## src/rtl/tmtw_pkg.sv

```systemverilog
package tmtw_pkg;

    // terminal command codes
    typedef enum logic [3:0] {
        CMD_PUT_CHAR     = 4'd0,
        CMD_SET_COLOR    = 4'd1,
        CMD_CLEAR        = 4'd2,
        CMD_CLEAR_BEFORE = 4'd3,
        CMD_CLEAR_FROM   = 4'd4,
        CMD_SET_CURSOR   = 4'd5,
        CMD_BACKSPACE    = 4'd6,
        CMD_READ         = 4'd7,
        CMD_WRITE_CELL   = 4'd8
    } t_cmd;

    // controller states
    typedef enum logic [2:0] {
        S_INIT,
        S_IDLE,
        S_EXEC,
        S_FILL,
        S_COPY_RD,
        S_COPY_WR,
        S_RD_WAIT,
        S_DONE
    } t_state;

    // datapath operations for one cycle
    typedef enum logic [3:0] {
        OP_NONE,
        OP_INIT,
        OP_PUT,
        OP_COLOR,
        OP_HOME,
        OP_SET_CURSOR,
        OP_BACKSPACE,
        OP_WRITE_CELL,
        OP_READ,
        OP_FILL,
        OP_COPY_RD,
        OP_COPY_WR
    } t_dp_op;

    // sweep pointer setup
    typedef enum logic [1:0] {
        SW_NONE,
        SW_ALL,
        SW_BEFORE,
        SW_FROM
    } t_sweep;

    typedef struct packed {
        logic   capture;
        t_dp_op op;
        t_sweep sweep;
        logic   load_out;
    } t_dp_cmd;

    typedef struct packed {
        t_cmd cmd;
        logic newline;
        logic col_last;
        logic row_last;
        logic sweep_done;
        logic copy_done;
    } t_dp_sts;

    localparam logic [15:0] RESET_CELL   = 16'h0720;
    localparam logic [7:0]  RESET_COLOR  = 8'h07;
    localparam logic [7:0]  BLANK_CHAR   = 8'h20;
    localparam logic [7:0]  NEWLINE_CHAR = 8'h0A;

endpackage

```

## src/rtl/tmtw_ctrl.sv

```systemverilog
module tmtw_ctrl (
    input  logic              i_clk,
    input  logic              i_rst_n,
    input  logic              i_valid,
    output logic              o_ready,
    output logic              o_valid,
    input  logic              i_ready,
    input  tmtw_pkg::t_dp_sts i_sts,
    output tmtw_pkg::t_dp_cmd o_cmd
);
    import tmtw_pkg::*;

    t_state r_state;
    t_state n_state;
    logic   r_out_vld;
    logic   n_out_vld;
    logic   out_free;
    logic   ready;

    assign out_free = !r_out_vld || i_ready;

    // state register and result valid
    always_ff @(posedge i_clk) begin
        if (!i_rst_n) begin
            r_state   <= S_INIT;
            r_out_vld <= 1'b0;
        end else begin
            r_state   <= n_state;
            r_out_vld <= n_out_vld;
        end
    end

    // next state
    always_comb begin
        n_state = r_state;
        unique case (r_state)
            S_INIT: begin
                if (i_sts.sweep_done) n_state = S_IDLE;
            end
            S_IDLE: begin
                if (i_valid) n_state = S_EXEC;
            end
            S_EXEC: begin
                unique case (i_sts.cmd)
                    CMD_PUT_CHAR: begin
                        if ((i_sts.newline || i_sts.col_last) && i_sts.row_last) begin
                            n_state = S_COPY_RD;
                        end else begin
                            n_state = S_DONE;
                        end
                    end
                    CMD_CLEAR, CMD_CLEAR_BEFORE, CMD_CLEAR_FROM: n_state = S_FILL;
                    CMD_READ: n_state = S_RD_WAIT;
                    default:  n_state = S_DONE;
                endcase
            end
            S_FILL: begin
                if (i_sts.sweep_done) n_state = S_DONE;
            end
            S_COPY_RD: begin
                n_state = i_sts.copy_done ? S_FILL : S_COPY_WR;
            end
            S_COPY_WR: n_state = S_COPY_RD;
            S_RD_WAIT: n_state = S_DONE;
            S_DONE: begin
                if (out_free) n_state = i_valid ? S_EXEC : S_IDLE;
            end
        endcase
    end

    // datapath commands and handshake
    always_comb begin
        ready          = 1'b0;
        o_cmd.op       = OP_NONE;
        o_cmd.sweep    = SW_NONE;
        o_cmd.load_out = 1'b0;
        unique case (r_state)
            S_INIT: begin
                if (!i_sts.sweep_done) o_cmd.op = OP_INIT;
            end
            S_IDLE: ready = 1'b1;
            S_EXEC: begin
                unique case (i_sts.cmd)
                    CMD_PUT_CHAR: begin
                        o_cmd.op = OP_PUT;
                        o_cmd.sweep = SW_ALL;
                    end
                    CMD_SET_COLOR: o_cmd.op = OP_COLOR;
                    CMD_CLEAR: begin
                        o_cmd.op    = OP_HOME;
                        o_cmd.sweep = SW_ALL;
                    end
                    CMD_CLEAR_BEFORE: o_cmd.sweep = SW_BEFORE;
                    CMD_CLEAR_FROM:   o_cmd.sweep = SW_FROM;
                    CMD_SET_CURSOR:   o_cmd.op = OP_SET_CURSOR;
                    CMD_BACKSPACE:    o_cmd.op = OP_BACKSPACE;
                    CMD_READ:         o_cmd.op = OP_READ;
                    CMD_WRITE_CELL:   o_cmd.op = OP_WRITE_CELL;
                    default:          o_cmd.op = OP_NONE;
                endcase
            end
            S_FILL: begin
                if (!i_sts.sweep_done) o_cmd.op = OP_FILL;
            end
            S_COPY_RD: begin
                if (!i_sts.copy_done) o_cmd.op = OP_COPY_RD;
            end
            S_COPY_WR: o_cmd.op = OP_COPY_WR;
            S_RD_WAIT: o_cmd.op = OP_NONE;
            S_DONE: begin
                o_cmd.load_out = out_free;
                ready          = out_free;
            end
        endcase
        o_cmd.capture = ready && i_valid;
    end

    // result word stays until taken
    always_comb begin
        if (o_cmd.load_out) begin
            n_out_vld = 1'b1;
        end else if (i_ready) begin
            n_out_vld = 1'b0;
        end else begin
            n_out_vld = r_out_vld;
        end
    end

    assign o_ready = ready;
    assign o_valid = r_out_vld;

endmodule

```

## config.mk

```make
export PLATFORM = sky130hd
export DESIGN_NAME = tmtw_ctrl
export DESIGN_NICKNAME = d
export VERILOG_FILES = /design/src/rtl/tmtw_pkg.sv /design/src/rtl/tmtw_ctrl.sv
export SDC_FILE = /design/constraint.sdc
export NUM_CORES = 1
export LEC_CHECK = 0
export ABC_AREA = 0
export BUFFER_PORTS_ARGS = -buffer_cell sky130_fd_sc_hd__buf_2
export CORE_MARGIN = 2
export CORE_UTILIZATION = 40
export DETAILED_ROUTE_END_ITERATION = 16
export GPL_ROUTABILITY_DRIVEN = 1
export PLACE_DENSITY = 0.76
export SLEW_MARGIN = 20
export SYNTH_ARGS = -nofsm -noshare
export SYNTH_HDL_FRONTEND = slang
export SYNTH_SLANG_ARGS = --single-unit
```

## constraint.sdc

```tcl
create_clock -name i_clk -period 2.55 [get_ports i_clk]
set_input_delay 0.3825 -clock i_clk [delete_from_list [all_inputs] [get_ports i_clk]]
set_output_delay 0.3825 -clock i_clk [all_outputs]
set_load 0.02 [all_outputs]
```

### Yosys cells after proc, flatten, opt, wreduce, memory -nomap -nowiden

Index checks and enable logic that the tools add are counted.

* bits in registers: 4
* latch bits: 0
* bits in writable memories: 0
* memory bits (read-only): 0
* memories: 0

* add/subtract/negate cells: 0
* $mul: 0
* div/mod/pow operators: 0
* order comparisons: 0
* equality and inequality tests: 19
* shift operators: 0
* muxes and demuxes: 20
* bitwise operators: 0
* reduce and logical (&&, ||, !) cells: 11

Operators by type and width (count)
* $pmux W4 S7: 1
* $pmux W3 S8: 1
* $pmux W4 S5: 1
* $eq A4 B3 Y1 const B: 4
* $mux W3: 5
* $eq A3 B3 Y1 const B: 4
* $pmux W3 S3: 1
* $eq A4 B2 Y1 const B: 2
* $mux W4: 2
* $ne A2 B2 Y1 const B: 4
* $eq A3 B2 Y1 const B: 2
* $mux W2: 3
* $pmux W2 S3: 1
* $eq A4 B1 Y1 const B: 1
* $eq A4 B4 Y1 const B: 1
* $logic_not A4 Y1: 1
* $mux W1: 4
* $reduce_and A4 Y1: 1
* $eq A3 B1 Y1 const B: 1
* $logic_not A3 Y1: 1
* $reduce_or A3 Y1: 1
* $logic_and A1 B1 Y1: 2
* $logic_or A1 B1 Y1: 2
* $pmux W1 S2: 1
* other kinds (3): 3

### Depth between registers and ports, before layout

* word-level depth: 5
* depth in mapped cells: 6
* gate-level depth less buffers: 5

### Least setup slack after synthesis

OpenSTA, ideal clock, no wires.

* kind: reg-to-output
* start point: register r_state[1]
* end point: output port o_cmd[1] in the netlist's numbering
* arrival: 1.829 ns
* required time: 2.168 ns
* slack: 0.338 ns
* cell stages (with the launch flop): 5
* buffers on the path: 2
* cells stage by stage: dfxtp_1 -> buf_6 -> buf_2 -> nand3_1 -> a2111oi_0

RTL lines
* start, declared: RTL line tmtw_ctrl.sv:13 `t_state r_state;`
* start signal, assigned: RTL line tmtw_ctrl.sv:28 `r_state <= n_state;`
* end, declared: RTL line tmtw_ctrl.sv:9 `output tmtw_pkg::t_dp_cmd o_cmd`

==> results <==
- The flow ran to the end, and the final reports show no timing, DRC or antenna violations.
- Broken down by cell family, the worst path's largest delay share belongs to simple AND/OR/NAND/NOR gates.
- Among all stages on the critical path, the largest delay is contributed by sky130_fd_sc_hd__dfxtp_1.
- The design draws 284 µW.
- The signal arrival time at the worst endpoint is 1.61 ns.
- In the final routed layout, each cell accounts on average for approximately 11 µm.
- The number of buffer and inverter instances along the worst setup path is 2.
- The via count of the first global-routing pass was 496.
- The post-detailed-route DRC marker count is 0.
- The signal on the critical path passes through inv_1, nor3_1, nor2_1, nor2_1, and2_1, buf_2.
- For this block, the routed nets add up to 1310 µm of wire.
- In this run the number of H-tree levels came out at 1.
- The number of antenna violations at the first check in global routing is 0.
- The largest vdd supply drop is 0.421 mV.
- The number of cells on the worst reg-to-reg path is 5.
- The largest stage delay on the critical path is 0.51 ns.
- 0 antenna diodes ended up in the layout.
- The die covers 0.00167 mm².
- Global routing finished with a remaining overflow of 0.
- 23 I/O pins were placed.
- After technology mapping, the gate count stands at 79.
- The critical setup path kind is reg2out.
- The maximum number of pins on one net before global-route repair is 13.
- Max-cap violations in this run came to 0.
- The reg-to-reg critical path startpoint is r_state[1].
- The number of flip-flops and latches in the synthesized netlist is 4.
- The core region is around 0.0013 mm².
- Counting buffers and inverters, the worst setup path is 6 cells deep.
- Setup violations remaining at the end of the flow were counted as 0.
- Setup repair after global routing left no endpoint under its margin.
- The clock transition at the registers of the reported paths is 0.03 ns.
- The post-cts gate resize count is 0.
- The hold violation total from the final report is 0.
- The synthesized area per cell is 6.89 µm².
- The global placement routability congestion is a little over 0.8.
- The number of nets handed over by synthesis was 92.
- The number of hold buffers added after CTS is 0.
- The starting density of the core is 0.424.
- The path with the worst hold slack has its endpoint at r_state[2].
- STA classifies the critical path endpoint as an output port.
- TritonCTS built the clock tree.
- The total clock sinks is 4.
- The endpoint identified for the worst register-to-register timing path is r_state[1].
- In this run the most critical hold path is launched from i_rst_n.
- The number of max-slew violations in the final report is 0.
- Counting along the longest clock path gives a buffer depth of 2.
- Timing would allow up to 502 MHz.
- The clock root buffer is sky130_fd_sc_hd__clkbuf_4.
- Along the worst path, the maximum fanout reaches 11.
- The quantity of I/O buffers inserted on ports is 22.
- Post-CTS timing repair inserted 0 buffers for setup.
- Using the TritonRoute via totals, the vias-per-cell ratio works out to 5.65.
- Power spread over the standard cell area amounts to 429 mW/mm².
- From synthesis to final layout, the design area changed by 21.6%.
- The routed layout has 644 vias.
- Measured against its own limit, the worst slew margin works out to 0.737.
- For this run, the register share of the synthesized area comes to 0.147.
- The clock period could shrink to 1.99 ns.
- For this design the static power due to leakage is 0.279 nW.
- In the final timing run, aggregate negative setup slack is 0 ns.
- Yosys mapped a number of flops with a built-in enable equal to 0.
- The post-layout net count is 114.
- The number of buffers created by CTS is 3.
- For the worst-skew pair, the clock arrives at the later sink with an insertion delay of 0.23 ns.
- At the pin with the least slew margin, the transition time is 0.394 ns.
- The wire length of the first global-routing pass is 2050 µm.
- The placed wire-length estimate after detailed placement is 995 µm.
- The overall die width is 40.9 µm.
- The initial DRC count is 22.
- Synthesis instantiated 36 different standard cells from the library.
- Counting instances, the worst hold path has a depth of 3.
- The worst setup slack for register-to-register paths is 0.91 ns.
- The most used flip-flop cell after synthesis is sky130_fd_sc_hd__dfxtp_1.
- The async set or reset register ratio after synthesis is 0.
- Row generation in the floorplan step produced 13 rows.
- The cell repeated most along the worst path is sky130_fd_sc_hd__nor2_1.
- STA classifies the critical path startpoint as a flop.
- Data on the critical path is required at its endpoint by 2.17 ns.
- Across every metal layer, demand over resource in global routing totals 0.182.
- The number of warning messages in the yosys log is 0.
- The detail route stage leaves a number of antenna-violating nets equal to 0.
- The setup skew after layout is 0.00556 ns.
- Dividing the final minimum period by the clock period gives 0.781.
- The floorplan step set the die height to 40.9 µm.
- The share of final-layout standard cells stronger than drive strength 1 is 0.313.
- After synthesis the cells add up to 544 µm².
- The min-delay analysis places its worst path in the category in2reg.
- The detailed-router iteration count before antenna repair is 4.
## through the flow
| stage | hold WS, ns | std cells | utilization | setup slack, ns | area, µm² |
|---|---|---|---|---|---|
| floorplan | 0.506 | 79 | - | 0.338 | 544 |
| global placement | 0.547 | 111 | 0.498 | 0.669 | 639 |
| detailed placement | 0.550 | 111 | 0.498 | 0.621 | 639 |
| CTS | 0.431 | 114 | 0.515 | 0.550 | 662 |
| global route | 0.443 | 114 | 0.515 | 0.230 | 662 |
| finish | 0.438 | 114 | 0.515 | 0.558 | 662 |
## synthesized netlist by cell type (2+ instances only)
| cell type | n | area [µm²] |
|---|---|---|
| sky130_fd_sc_hd__nor2b_1 | 4 | 25.0 |
| sky130_fd_sc_hd__nand2b_1 | 3 | 18.8 |
| sky130_fd_sc_hd__inv_1 | 5 | 18.8 |
| sky130_fd_sc_hd__nand2_1 | 5 | 18.8 |
| sky130_fd_sc_hd__a21oi_1 | 4 | 20.0 |
| sky130_fd_sc_hd__nor2_1 | 10 | 37.5 |
| sky130_fd_sc_hd__o2111ai_1 | 2 | 17.5 |
| sky130_fd_sc_hd__nand3_1 | 3 | 15.0 |
| sky130_fd_sc_hd__o21ai_0 | 8 | 40.0 |
| sky130_fd_sc_hd__buf_4 | 2 | 15.0 |
| sky130_fd_sc_hd__nor3_1 | 3 | 15.0 |
| sky130_fd_sc_hd__buf_2 | 3 | 15.0 |
| sky130_fd_sc_hd__dfxtp_1 | 4 | 80.1 |
## how the worst max path moves through the flow
stage               start  endpoint  slack (ns)
4_1_cts        r_state[0]  o_cmd[1]        0.55
6_report       r_state[2]  o_cmd[7]        0.56
3_3_place_gp     i_sts[5]  o_cmd[3]        0.67
3_5_place_dp     i_sts[5]  o_cmd[3]        0.62
2_1_floorplan  r_state[1]  o_cmd[1]        0.34
5_1_grt        r_state[0]  o_cmd[1]        0.23
## per-layer routing
metal	wire (µm)	global-route usage	vias to the layer above	part of all wire
li1	-	-	336	-
met4	0	0	0	0
met5	0	0	-	0
met3	71	0.0815	0	0.054
met2	582	0.258	18	0.45
met1	652	0.263	290	0.50
## logic make-up (layout without fill, tap and decap cells)
kind of cell / count (synthesis) / in the layout / synth area share
mux: 3 / 3 / 0.0667
simple gates: 33 / 33 / 0.310
flops: 4 / 4 / 0.147
buf+inv: 11 / 31 / 0.110
compound gates: 28 / 28 / 0.366
## cells in the final DEF (no fill, tap or decap), types with 2 or more instances in the layout
cell type	Yosys	routed
sky130_fd_sc_hd__nand2b_1	3	3
sky130_fd_sc_hd__nand3_1	3	3
sky130_fd_sc_hd__a21oi_1	4	4
sky130_fd_sc_hd__dfxtp_1	4	4
sky130_fd_sc_hd__nor2_1	10	10
sky130_fd_sc_hd__buf_2	3	22
sky130_fd_sc_hd__o2111ai_1	2	2
sky130_fd_sc_hd__o21ai_0	8	8
sky130_fd_sc_hd__nor3_1	3	3
sky130_fd_sc_hd__inv_1	5	5
sky130_fd_sc_hd__nand2_1	5	5
sky130_fd_sc_hd__clkbuf_4	0	3
sky130_fd_sc_hd__nor2b_1	4	4
## power breakdown
group	internal, mW	switching (mW)	total (mW)
Combinational	0.0525	0.0721	0.125
Clock	0.0525	0.0247	0.0772
Sequential	0.0682	0.0137	0.0819
## final cells by class
cell class,instances,area [µm²]
clock buffer,3,22.5
fill,140,623
inverter,5,18.8
multi-input combinational,64,404
sequential,4,80.1
tap,15,18.8
timing repair buffer,23,118
## worst reg2reg max path, delay by kind of cell, from the launching register on
| kind | cells | cell delay, ns |
|---|---|---|
| AND/OR/NAND/NOR | 2 | 0.53 |
| AO/OA/AOI/OAI | 3 | 0.48 |
| flip-flops | 1 | 0.55 |
## registers in the layout (all words and copies together) (netlist names)
register,cells
o_valid,1
r_state,3
(Power assumes the default switching activity.)
